<file path="src/otde_ram.sv">
// Generic single-write, single-read synchronous RAM with registered read data.
// No dependencies.
module otde_ram #(
  parameter int WIDTH = 8,
  parameter int DEPTH = 16
) (
  input  logic                     clk,
  input  logic                     we,
  input  logic [$clog2(DEPTH)-1:0] waddr,
  input  logic [WIDTH-1:0]         wdata,
  input  logic                     re,
  input  logic [$clog2(DEPTH)-1:0] raddr,
  output logic [WIDTH-1:0]         rdata
);

  logic [WIDTH-1:0] mem [DEPTH];

  always_ff @(posedge clk) begin
    if (we) begin
      mem[waddr] <= wdata;
    end
    if (re) begin
      rdata <= mem[raddr];
    end
  end

endmodule

</file>
<file path="config.mk">
export PLATFORM = sky130hd
export DESIGN_NAME = otde_ram
export DESIGN_NICKNAME = d
export VERILOG_FILES = /design/src/otde_ram.sv
export SDC_FILE = /design/constraint.sdc
export NUM_CORES = 1
export LEC_CHECK = 0
export CAP_MARGIN = 0
export CORE_AREA = 2 2 115 84
export CTS_BUF_LIST = sky130_fd_sc_hd__clkbuf_16
export DETAILED_ROUTE_END_ITERATION = 6
export DIE_AREA = 0 0 117 86
export DONT_BUFFER_PORTS = 1
export PLACE_DENSITY = 0.74
export SETUP_SLACK_MARGIN = 0.4
export SYNTH_ARGS = -nofsm -noshare
export SYNTH_HDL_FRONTEND = slang
export SYNTH_SLANG_ARGS = --single-unit
export TNS_END_PERCENT = 5
</file>
<file path="constraint.sdc">
create_clock -name clk -period 3.5 [get_ports clk]
set_input_delay 0 -clock clk [delete_from_list [all_inputs] [get_ports clk]]
set_output_delay 0 -clock clk [all_outputs]
set_load 0.02 [all_outputs]
</file>
# == After elaboration in Yosys (flattened, before gate mapping) ==
# Memory sizes are Yosys's and may differ from the RTL's. A register that Yosys moved wholly into a read port is not among the register bits.
# Cells that the tools add are included.
# op_classes
muxes,2
# ops
op,n
2-to-1 mux 1 bit,2
# word_totals
ff_bits,0
mem_bits_rw,128
n_memories,1
# mem_list
memory,words,word_bits,rd,rd_clocked_by_memory_dff,wr,line,text
mem,16,8,1,1,1,16,logic [WIDTH-1:0] mem [DEPTH];

# == Logic depth before layout (Yosys ltp) ==
# depth
ltp_word,2
depth_mapped,5

# == Worst setup path before layout ==
# No wires, ideal clock.
# synth_timing
kind,input-to-reg
from,in waddr[2]
to,"mem mem[0][0], enable pin"
arrival_time_ns,1.110
t_required_ns,3.117
slack_ns,2.007
stages,2
path_cell_list,or3b_2 nor3_1
# synth_lines
item,line,text
from (decl),9,"input logic [$clog2(DEPTH)-1:0] waddr,"
to (decl),16,
# Straight into the memory's write port.

==> load_flow_metrics.sql <==
INSERT INTO impl_metrics (metric_group, metric, value, unit) VALUES
('run_status', 'outcome', 'completed', ''),
('cts', 'worst_skew_pair.late_latency', '0.42', 'ns'),
('sta', 'grt_setup_unrepaired', 'false', ''),
('synthesis', 'synth.yosys.seq_area_share', '78.12', '%'),
('synthesis', 'synth_top_cell_by_area', 'sky130_fd_sc_hd__edfxtp_1', ''),
('sta', 'report.final.slew_viol_count', '0', ''),
('routing', 'wirelength', '9.776', 'mm'),
('synthesis', 'avg_synthesized_cell_area', '22.83', 'um2'),
('hold_path', 'hold_path_origin', 'raddr[1]', ''),
('placed_design', 'dpl.hpwl', '5.882', 'mm'),
('critical_path', 'cp-start-kind', 'flop', ''),
('sta', 'finalHoldViolCount', '0', ''),
('critical_path', 'regToRegStartpoint', 'mem[4][1]', ''),
('floorplanning', 'design.die.area', '0.01006', 'mm2'),
('sta', 'worst_slew_pin_slew', '1.193', 'ns'),
('hold_path', 'whs_path_cells', '3', ''),
('floorplanning', 'std_cell_rows', '29', ''),
('run', 'max-cap-violations', '0', ''),
('synthesis', 'netlist_top_cells_area', 'sky130_fd_sc_hd__edfxtp_1 (78%), sky130_fd_sc_hd__mux4_2 (7.8%), sky130_fd_sc_hd__mux4_1 (7.0%)', ''),
('synthesis', 'synth_top_family_by_area', 'multiplexers', ''),
('synthesis', 'primary_flip_flop_cell_chosen_by_synthesis_mapping', 'sky130_fd_sc_hd__edfxtp_1', ''),
('floorplanning', 'dieWidth', '117', 'um'),
('synthesis', 'post_syn_nets', '248', ''),
('final_layout', 'final_layout_size_suffix_gt1_share', '17.60', '%'),
('synthesis', 'synthMostInstantiatedCell', 'sky130_fd_sc_hd__edfxtp_1', ''),
('cts', 'tritoncts', 'yes', ''),
('critical_path', 'critical-path-max-stage-delay', '0.57', 'ns'),
('critical_path', 'critical_path_peak_fanout', '1', ''),
('final_layout', 'synthToLayoutAreaGrowth', '15.27', '%'),
('synthesis', 'synth-xor-area-share', '0', '%'),
('grt', 'antenna_violations_before_repair', '0', ''),
('synthesis', 'synth_compound_area_share', '2.298', '%'),
('critical_path', 'regToRegSetupSlack', '1.63', 'ns'),
('cts', 'cts_made_buffers', '17', ''),
('power', 'peak_supply_drop', '0.4635', 'mV'),
('critical_path', 'reg2reg_depth', '4', ''),
('synthesis', 'synth-async-reset-ratio', '0', '%'),
('cts', 'ctsHtreeMaxLevel', '4', ''),
('final_layout', 'diodes', '0', ''),
('cts', 'clock-sinks', '136', ''),
('synthesis', 'synth-edff-count', '136', ''),
('placed_design', 'numPlacedInstances', '345', ''),
('synthesis', 'adder_cell_share_of_the_synthesized_area', '0', '%'),
('final_layout', 'count_of_non_filler_cells_in_the_finished_layout', '391', ''),
('power', 'fin_total_pwr', '0.003691', 'W'),
('placed_design', 'finalWeightedCongestion', '0.7448', ''),
('routing', 'drt_pass1_iterations', '5', ''),
('placed_design', 'port-buffer-count', '0', ''),
('synthesis', 'synth.top_cells.by_count', 'sky130_fd_sc_hd__edfxtp_1 (136), sky130_fd_sc_hd__mux4_2 (18), sky130_fd_sc_hd__a22oi_1 (16)', ''),
('synthesis', 'synth_cell_type_count', '18', ''),
('grt', 'globalRoute.totalOverflow', '0', ''),
('critical_path', 'crit_start', 'mem[4][1]', ''),
('power', 'power_per_cell_area', '612.6', 'mW/mm2'),
('floorplanning', 'io_pins', '27', ''),
('routing', 'detailroute.via_count', '2368', ''),
('critical_path', 'critical_path.endpoint_type', 'flop', ''),
('critical_path', 'critical-path-top-delay-family', 'buffers and inverters', ''),
('critical_path', 'crit_cells', '4', ''),
('sta', 'setup_viol_count_final', '0', ''),
('routing', 'route.detailed.vias_per_inst', '6.056', ''),
('sta', 'fin_tns_setup', '0', 'ns'),
('sta', 'fmax', '535.3', 'MHz'),
('grt', 'first_global_vias', '2430', ''),
('sta', 'clock-skew-final', '0.01041', 'ns'),
('critical_path', 'timing.critical_path.cells', 'mux4_1 > dlygate4sd3_1 > a22oi_1 > nand2_1', ''),
('cts', 'ctsLongestPathBuffers', '2', ''),
('routing', 'drt-wirelength-per-cell', '25.00', 'um'),
('synthesis', 'synth-seq-cells', '136', ''),
('synthesis', 'postSynthCellCount', '229', ''),
('grt', 'grt_max_degree', '33', ''),
('floorplanning', 'fp.coreArea', '0.008890', 'mm2');
kinds of logic after synthesis:
kind of cell / after synthesis
DFF: 136
and+or+nand+nor: 35
muxes: 32
AOI/OAI and AO/OA: 16
buffers and inverters: 10
path summary, 6_finish.rpt:
path | endpoint
worst min register to register | rdata[3]
worst min-delay path | rdata[2]
worst max register to register | rdata[1]
worst max-delay path | rdata[1]
worst min-delay path: cells and delay by family:
kind,cells,cell delay (ns)
and+or+nand+nor,1,0.07
muxes,1,0.15
AOI/OAI and AO/OA,1,0.09
power by group:
group          leakage (nW)  internal [W]  total, W  switching (W)
Clock                 0.290       0.00109   0.00170       0.000606
Sequential             1.24       0.00184   0.00186      0.0000194
Combinational         0.442     0.0000621  0.000135      0.0000730
placed cells by master (no fill, tap or decap):
cell type                       instances
sky130_fd_sc_hd__edfxtp_1             136
sky130_fd_sc_hd__mux4_2                18
sky130_fd_sc_hd__clkbuf_16             17
sky130_fd_sc_hd__a22oi_1               16
sky130_fd_sc_hd__mux4_1                14
sky130_fd_sc_hd__dlygate4sd3_1         14
sky130_fd_sc_hd__nor2_1                13
sky130_fd_sc_hd__nand2_1                9
sky130_fd_sc_hd__clkinv_1               4
sky130_fd_sc_hd__clkinv_2               4
sky130_fd_sc_hd__nor3_1                 3
sky130_fd_sc_hd__bufinv_16              3
sky130_fd_sc_hd__inv_1                  3
sky130_fd_sc_hd__nand3b_1               2
sky130_fd_sc_hd__nand2b_1               2
sky130_fd_sc_hd__buf_4                  2
sky130_fd_sc_hd__nor2b_1                1
sky130_fd_sc_hd__and2_1                 1
sky130_fd_sc_hd__and2b_1                1
sky130_fd_sc_hd__nand3_1                1
sky130_fd_sc_hd__nor3_2                 1
sky130_fd_sc_hd__or3b_2                 1
sky130_fd_sc_hd__clkinvlp_4             1
state kept, by name (all words and copies together), names as in the netlist:
| register | flops |
|---|---|
| mem | 128 |
| rdata | 8 |
final cells by class:
class	instances	area, um2
clock buffers	17	425.4
well taps	124	155.1
clock inverters	15	143.9
repair buffers	16	155.1
fillers	551	2864
multi-input cells	83	1062
flip-flops and latches	136	4084
what timing repair did:
action                     in CTS  in global routing
setup endpoints to repair       0                  0
buffers inserted                0                  0
hold buffers                   14                  0
hold endpoints to repair      173                  0
resized for setup               0                  0
metal layers:
layer / GRT usage [%] / share of wire, % / up-vias
met4: 7.380 / 0.84 / 0
li1: - / - / 1029
met5: 0 / 0 / -
met3: 8.481 / 8.7 / 8
met1: 32.60 / 44 / 1226
met2: 31.37 / 47 / 105
through the flow:
step / utilization, % / setup WS (ns) / area [um2] / hold slack [ns]
3_3_place_gp: 59.80 / 1.793 / 5316 / 0.09968
5_1_grt: 67.78 / 1.544 / 6026 / 0.009490
2_1_floorplan: - / 2.007 / 5228 / 0.09887
3_5_place_dp: 59.80 / 1.697 / 5316 / 0.09975
6_report: 67.78 / 1.632 / 6026 / 0.02428
4_1_cts: 67.78 / 1.641 / 6026 / 0.001829
Note: power is estimated with default switching activity, not from simulation.
