--- config.mk ---
export PLATFORM = sky130hd
export DESIGN_NAME = otde_sequencer
export DESIGN_NICKNAME = d
export VERILOG_FILES = /design/src/otde_pkg.sv /design/src/otde_sequencer.sv
export SDC_FILE = /design/constraint.sdc
export NUM_CORES = 1
export LEC_CHECK = 0
export ABC_AREA = 1
export BUFFER_PORTS_ARGS = -buffer_cell sky130_fd_sc_hd__buf_2
export CAP_MARGIN = 10
export CORE_MARGIN = 8
export CORE_UTILIZATION = 48
export DETAILED_ROUTE_END_ITERATION = 12
export PLACE_DENSITY = 0.72
export SLEW_MARGIN = 20
export SYNTH_ARGS = -nofsm -noshare
export SYNTH_HDL_FRONTEND = slang
export SYNTH_SLANG_ARGS = --single-unit
--- constraint.sdc ---
create_clock -name clk -period 16.3 [get_ports clk]
set_input_delay 0.815 -clock clk [delete_from_list [all_inputs] [get_ports clk]]
set_output_delay 0.815 -clock clk [all_outputs]
set_load 0.01 [all_outputs]
--- src/otde_pkg.sv ---
// Package for the object transform delta encoder.
// Holds the request codes, memory entry and job types, and small helper functions.
// No dependencies.
package otde_pkg;

  localparam int NUM_ENTRIES = 9;
  localparam int S_TDATA_W   = 128;
  localparam int CFG_AW      = 3;

  localparam logic [CFG_AW-1:0] REG_FOV   = 3'd0;
  localparam logic [7:0]        FOV_RESET = 8'd60;

  // floor(fov*256/360) == (fov*FOV_RECIP) >> FOV_SHIFT for every 8-bit fov.
  localparam logic [14:0] FOV_RECIP = 15'd23302;
  localparam int          FOV_SHIFT = 15;

  localparam logic [7:0] MARK_BYTE = 8'hFF;
  localparam logic [1:0] ESC_TAG   = 2'b11;

  typedef enum logic [1:0] {
    REQ_STAGE  = 2'd0,
    REQ_COMMIT = 2'd1,
    REQ_FRAME  = 2'd2,
    REQ_STREAM = 2'd3
  } req_t;

  typedef enum logic [1:0] {
    SZ_NONE = 2'd0,
    SZ_BYTE = 2'd1,
    SZ_HALF = 2'd2,
    SZ_WORD = 2'd3
  } size_t;

  typedef struct packed {
    logic                         vis;
    logic [31:0]                  px;
    logic [31:0]                  py;
    logic [31:0]                  pz;
    logic [NUM_ENTRIES-1:0][15:0] mat;
  } entry_t;

  typedef struct packed {
    logic                         is_commit;
    logic                         esc_need;
    logic [7:0]                   esc_byte;
    logic [7:0]                   hdr_byte;
    logic [1:0]                   masklen;
    logic [15:0]                  mask;
    logic [31:0]                  wx;
    logic [31:0]                  wy;
    logic [31:0]                  wz;
    logic                         wide;
    logic [NUM_ENTRIES-1:0][15:0] dm;
    logic [7:0]                   tail_byte;
  } job_t;

  function automatic logic [1:0] size_code(input logic signed [31:0] d);
    logic [1:0] c;
    if (d == 32'sd0) c = SZ_NONE;
    else if (d >= -32'sd127 && d <= 32'sd127) c = SZ_BYTE;
    else if (d >= -32'sd32767 && d <= 32'sd32767) c = SZ_HALF;
    else c = SZ_WORD;
    return c;
  endfunction

  function automatic logic [1:0] last_k(input logic [1:0] code);
    logic [1:0] r;
    unique case (code)
      SZ_BYTE: r = 2'd0;
      SZ_HALF: r = 2'd1;
      default: r = 2'd3;
    endcase
    return r;
  endfunction

  function automatic logic [7:0] byte_of(input logic [31:0] w, input logic [1:0] k);
    logic [7:0] b;
    unique case (k)
      2'd0:    b = w[7:0];
      2'd1:    b = w[15:8];
      2'd2:    b = w[23:16];
      default: b = w[31:24];
    endcase
    return b;
  endfunction

endpackage

--- src/otde_sequencer.sv ---
// Byte sequencer: walks a job through escape, header, mask, position and matrix bytes,
// or marker and tail bytes. Depends on otde_pkg; drives the registered output stream.
module otde_sequencer (
  input  logic           clk,
  input  logic           rst,
  input  logic           job_valid,
  input  otde_pkg::job_t job,
  output logic           job_ready,
  output logic           m_axis_tvalid,
  input  logic           m_axis_tready,
  output logic [7:0]     m_axis_tdata,   // out_byte[7:0]
  output logic           m_axis_tlast    // last_byte
);

  import otde_pkg::*;

  typedef enum logic [3:0] {
    SQ_IDLE, SQ_ESC, SQ_HDR, SQ_MASK, SQ_PX, SQ_PY, SQ_PZ, SQ_MAT, SQ_FF, SQ_TAIL
  } phase_t;

  phase_t                 phase, ph_next;
  job_t                   job_q;
  logic [1:0]             k, k_next;
  logic [NUM_ENTRIES-1:0] mat_pend, pend_next, pend_after;
  logic [3:0]             sel;
  logic [15:0]            dm_sel;
  logic [7:0]             cur_byte;
  logic [1:0]             cx, cy, cz;
  logic                   adv;
  phase_t                 after_mask, after_x, after_y, after_z;

  assign job_ready = (phase == SQ_IDLE);
  assign adv       = !m_axis_tvalid || m_axis_tready;

  assign cx = job_q.mask[1:0];
  assign cy = job_q.mask[3:2];
  assign cz = job_q.mask[5:4];

  assign after_z    = (mat_pend != '0) ? SQ_MAT : SQ_IDLE;
  assign after_y    = (cz != SZ_NONE) ? SQ_PZ : after_z;
  assign after_x    = (cy != SZ_NONE) ? SQ_PY : after_y;
  assign after_mask = (cx != SZ_NONE) ? SQ_PX : after_x;

  // Lowest pending matrix entry goes out first.
  always_comb begin
    sel = '0;
    for (int i = NUM_ENTRIES - 1; i >= 0; i--) begin
      if (mat_pend[i]) sel = 4'(i);
    end
  end

  assign dm_sel     = job_q.dm[sel];
  assign pend_after = mat_pend & ~(NUM_ENTRIES'(1) << sel);

  always_comb begin
    cur_byte  = '0;
    ph_next   = phase;
    k_next    = k;
    pend_next = mat_pend;
    unique case (phase)
      SQ_IDLE: begin
      end
      SQ_ESC: begin
        cur_byte = job_q.esc_byte;
        ph_next  = SQ_HDR;
      end
      SQ_HDR: begin
        cur_byte = job_q.hdr_byte;
        k_next   = '0;
        ph_next  = (job_q.masklen != 2'd0) ? SQ_MASK : SQ_IDLE;
      end
      SQ_MASK: begin
        cur_byte = k[0] ? job_q.mask[15:8] : job_q.mask[7:0];
        if (2'(k + 2'd1) < job_q.masklen) begin
          k_next = 2'(k + 2'd1);
        end else begin
          k_next  = '0;
          ph_next = after_mask;
        end
      end
      SQ_PX: begin
        cur_byte = byte_of(job_q.wx, k);
        if (k == last_k(cx)) begin
          k_next  = '0;
          ph_next = after_x;
        end else begin
          k_next = 2'(k + 2'd1);
        end
      end
      SQ_PY: begin
        cur_byte = byte_of(job_q.wy, k);
        if (k == last_k(cy)) begin
          k_next  = '0;
          ph_next = after_y;
        end else begin
          k_next = 2'(k + 2'd1);
        end
      end
      SQ_PZ: begin
        cur_byte = byte_of(job_q.wz, k);
        if (k == last_k(cz)) begin
          k_next  = '0;
          ph_next = after_z;
        end else begin
          k_next = 2'(k + 2'd1);
        end
      end
      SQ_MAT: begin
        cur_byte = k[0] ? dm_sel[15:8] : dm_sel[7:0];
        if (job_q.wide && !k[0]) begin
          k_next = 2'd1;
        end else begin
          k_next    = '0;
          pend_next = pend_after;
          ph_next   = (pend_after != '0) ? SQ_MAT : SQ_IDLE;
        end
      end
      SQ_FF: begin
        cur_byte = MARK_BYTE;
        ph_next  = SQ_TAIL;
      end
      SQ_TAIL: begin
        cur_byte = job_q.tail_byte;
        ph_next  = SQ_IDLE;
      end
      default: begin
        ph_next = SQ_IDLE;
      end
    endcase
  end

  always_ff @(posedge clk) begin
    if (rst) begin
      phase         <= SQ_IDLE;
      k             <= '0;
      mat_pend      <= '0;
      m_axis_tvalid <= 1'b0;
    end else begin
      if (phase == SQ_IDLE) begin
        if (m_axis_tready) begin
          m_axis_tvalid <= 1'b0;
        end
        if (job_valid) begin
          job_q    <= job;
          mat_pend <= job.mask[15:7];
          k        <= '0;
          if (!job.is_commit) phase <= SQ_FF;
          else if (job.esc_need) phase <= SQ_ESC;
          else phase <= SQ_HDR;
        end
      end else if (adv) begin
        m_axis_tvalid <= 1'b1;
        m_axis_tdata  <= cur_byte;
        m_axis_tlast  <= (ph_next == SQ_IDLE);
        phase         <= ph_next;
        k             <= k_next;
        mat_pend      <= pend_next;
      end
    end
  end

  a_job_starts: assert property (@(posedge clk) disable iff (rst)
    job_valid && job_ready |=> phase != SQ_IDLE)
    else $error("job taken but sequencer stayed idle");

  a_mat_pending: assert property (@(posedge clk) disable iff (rst)
    phase == SQ_MAT |-> mat_pend != '0)
    else $error("matrix phase with no pending entry");

  a_mask_len: assert property (@(posedge clk) disable iff (rst)
    phase == SQ_MASK |-> k < job_q.masklen)
    else $error("mask byte counter beyond mask length");

endmodule

; Word level (Yosys, flattened, before mapping)
; Index checks and enable logic that the tools add are counted.
[word_totals]
regBits = 308
latch_bits = 0
ramBits = 0
romBits = 0
in_bits = 289
out_inout_bits = 11
wordCells = 134
mem_count = 0
[classes]
add_sub_neg = 1
n_mul = 0
n_div = 0
order_cmp = 2
n_eq_ne = 23
shift = 1
muxes = 57
bitwise = 4
n_reduce_logical = 22
[op_table]
columns = operator, count
row1 = 4-bit two-way mux, 18
row2 = 8-bit case mux with 3 select lines, 3
row3 = 8-bit case mux with 9 select lines, 1
row4 = 16-bit binary-select mux with 4-bit select, 1
row5 = 9-bit two-way mux, 5
row6 = 4-bit case mux with 9 select lines, 1
row7 = 2-bit two-way mux, 12
row8 = 9-bit nonzero test, 2
row9 = 4-bit by 3-bit == test with 1-bit output (second input constant), 4
row10 = 16-bit two-way mux, 1
row11 = 8-bit two-way mux, 2
row12 = 3-bit two-way mux, 5
row13 = 2-bit case mux with 2 select lines, 3
row14 = 2-bit case mux with 6 select lines, 1
row15 = 2-bit nonzero test, 6
row16 = 9-bit bitwise AND, 1
row17 = 9-bit inverter, 1
row18 = 3-bit AND reduction, 3
row19 = 1-bit by 4-bit << shifter with 9-bit output (first input constant), 1
row20 = 2-bit by 1-bit == test with 1-bit output (second input constant), 4
row21 = 2-bit == test (second input constant), 4
row22 = 4-bit by 2-bit == test with 1-bit output (second input constant), 2
row23 = 4-bit == test (second input constant), 2
row24 = 4-bit logical NOT, 2
row25 = other kinds (16), 25

; Depth between registers and ports, before layout
[depth]
ltp_word = 18
mapped_depth = 17
mapped_depth_nobuf = 16

; Worst setup path before layout
; OpenSTA, ideal clock, no wires.
[synth_path]
kind = in2reg
from = in rst
to = reg job_q (netlist bit cx[0]), enable pin
setup_time_ns = 0.932
arrival_ns = 12.811
t_required_ns = 15.368
slack_ns = 2.557
cell_stages = 2
path_buffers = 1
path_cell_list = clkbuf_1 nor2_1
[synth_between]
elab_chain_len = 2
[synth_rtl]
columns = item, line_no
row1 = start: declaration, otde_sequencer.sv:5  ; input logic rst,
row2 = 1-bit inverter (no source line), n/a
row3 = 3-bit AND reduction (no source line), n/a
row4 = end signal: assignment, otde_sequencer.sv:144  ; job_q <= job;
row5 = end: declaration, otde_sequencer.sv:22  ; job_t job_q;
; Every way passes these cells.
; A chain may end at the register's enable or synchronous reset.

; Worst setup path in the final report
[layout_path]
from = reg phase[0]
to = reg job_q[173] in the netlist's numbering, enable pin
[layout_between]
elab_chain_len = 2
[layout_rtl]
columns = item, line_no
row1 = start: declaration, otde_sequencer.sv:21  ; phase_t phase, ph_next;
row2 = start signal: assignment, otde_sequencer.sv:155  ; phase <= ph_next;
row3 = 4-bit logical NOT, otde_sequencer.sv:139  ; if (phase == SQ_IDLE) begin
row4 = 3-bit AND reduction (no source line), n/a
; Every way passes these cells.

==> metrics.csv <==
metric,value,unit
clockRootBuffer,clkbuf_16,
tightest_slew,1.15,ns
drt_wl_total,36000,µm
port_buffers,299,
hold_path.class,in -> reg,
worst_slack,12.58,ns
area_growth,21.9,%
fmax,269,MHz
path_cells,inv_2 -> nand2_2 -> nor2_4 -> nand2_1 -> nor2_4 -> buf_12 -> buf_4,
netlist_instances,1048,
rr_worst_depth,7,
synth_warnings,0,
maxCapViolCount,0,
whs_path_depth,1,
power.total,2870,µW
syn-num-nets,1348,
antenna_found_initial,11,
top_usage_layer,met2,
synth-seq-area-share,0.702,
hold_viol_final,0,
fin_nets,1647,
cp.required,16.47,ns
ys_ff_latch,308,
post-dp-hpwl,25400,µm
drv_slew,0,
synthFlopType,edfxtp_1,
setup-tns-final,0,ns
dieArea,0.0325,mm²
wire_per_inst,20.9,µm
clock_sinks,308,
grt-ovfl-total,0,
relSlewSlack,0.236,
crit_path_start_kind,flop,
cts_resized,0,
synth_top_area_share,0.677,
clk_pin_slew,0.06,ns
min_period,3.72,ns
crit_type,reg -> reg,
remaining_drc_errors,0,
placed_area,0.0147,mm²
path_common_cell,nor2_4,
ant_nets,0,
synth_cell_types,50,
cp_max_fo,204,
core-area,0.0267,mm²
yosysMostFrequentCell,edfxtp_1,
dr.first_iter.drc_count,727,
dr.pass1.iters,5,
cts_tree,done,
die_y,180,µm
grt_max_degree,205,
leakage,0.00621,µW
ir_drop,165,µV
synth.area.top_cells,"edfxtp_1 68%, nand2_1 7.1%, dfxtp_1 2.5%",
gp_congestion,0.845,
grt_util_all_layers,0.212,
clock_skew,0.00679,ns
status,"complete, no violations",
worst_hold_slack,0.432,ns
clkLatencyLatePin,0.55,ns
r2r_slack,12.58,ns
netlist_area,0.0130,mm²
grt_pass1_vias,9656,
setup_violations,0,
die_w,180,µm
start_util,0.485,
cp-end-kind,flop,
slowest_stage,buf_4,
pin_count,300,
synth_top_cell_by_area,edfxtp_1,
synth_top_cells_by_count,"292 x edfxtp_1, 245 x nand2_1, 73 x inv_1",
routed_via_density,5.35,
post-cts-setup-buffer-count,0,
avgSynthCellArea,12.4,µm²
cts_made_buffers,31,
synth_edf_count,292,
vias,9203,
power.density,182,mW/mm²
grtUsageMet3,0.0431,
layout-drive-gt1-share,0.307,
crit_arrival,3.89,ns
slowest_delay,0.91,ns
htree_levels,1,
grt_pass1_wl,53700,µm
hold_buffers,0,
synth-async-reset-ratio,0,
clock_path_buffers,3,
finalCritPeriodShare,0.228,
row_count,60,
use_met1,0.267,
use_met2,0.351,
rsz0062_at_grt,no,
stdcell_area,0.0158,mm²
place_ws,12.66,ns
-- flip-flops by register name, indices dropped and copies added, names as in the netlist --
name,cells
cy,2
m_axis_tdata,8
m_axis_tlast,1
k,2
job_q,277
cx,2
mat_pend,9
phase,4
cz,2
m_axis_tvalid,1
-- cells in the final DEF, fill, tap and decap left out, types with 15 or more instances in the layout --
master / n
o21ai_0: 38
nand2_1: 245
clkbuf_16: 31
nand3_1: 39
a31oi_1: 24
dfxtp_1: 15
inv_1: 73
edfxtp_1: 292
nor2_1: 38
a21oi_1: 44
nor3_1: 34
buf_2: 299
-- cells by family (layout without fill, tap and decap cells) --
group / count (synthesis) / in the layout / share of synthesized area
adder cells (fa/ha/maj): 11 / 11 / 0.0106
flip-flops: 308 / 308 / 0.702
other: 0 / 9 / 0
AO/OA/AOI/OAI: 175 / 175 / 0.0921
AND/OR/NAND/NOR: 425 / 425 / 0.152
buffers and inverters: 124 / 447 / 0.0400
XOR/XNOR: 5 / 5 / 0.00338
-- power breakdown --
part | leakage (µW) | total (µW) | internal (µW) | switching (µW)
Clock | 0.000497 | 719 | 426 | 293
Sequential | 0.00282 | 1060 | 1010 | 47.1
Combinational | 0.00290 | 1090 | 320 | 774
Total | 0.00621 | 2870 | 1760 | 1110
-- worst max-delay path: cells and delay by family (launching register included) --
family	cells	cell delay (ns)
DFF	1	0.36
and+or+nand+nor	4	0.91
buffers and inverters	3	1.77
-- through the flow --
step,utilization,instances
finish,0.591,1721
global route,0.591,1721
CTS,0.590,1712
detailed placement,0.551,1655
global placement,0.551,1655
floorplan,-,1048
-- area by class of cell --
cell class                      count  area [µm²]
Multi-Input combinational cell    616        3360
Inverter                           88         333
Sequential cell                   308        9090
Timing Repair Buffer              302        1530
Clock buffer                       35         791
Fill cell                        2176       10900
Antenna cell                        9        22.5
Tap cell                          341         427
Clock inverter                     22         238
-- path summary, 6_finish.rpt --
path	startpoint	end
setup / recovery	phase[0]	job_q[173]
hold / removal	job[70]	job_q[70]
hold reg to reg	mat_pend[5]	mat_pend[5]
setup reg to reg	phase[0]	job_q[173]
-- metal layers --
metal  share of wire  up-vias
li1                -     4356
met5         0.00083        -
met4           0.035        6
met3           0.066       72
met1            0.41     4373
met2            0.49      396
(Power assumes the default switching activity.)
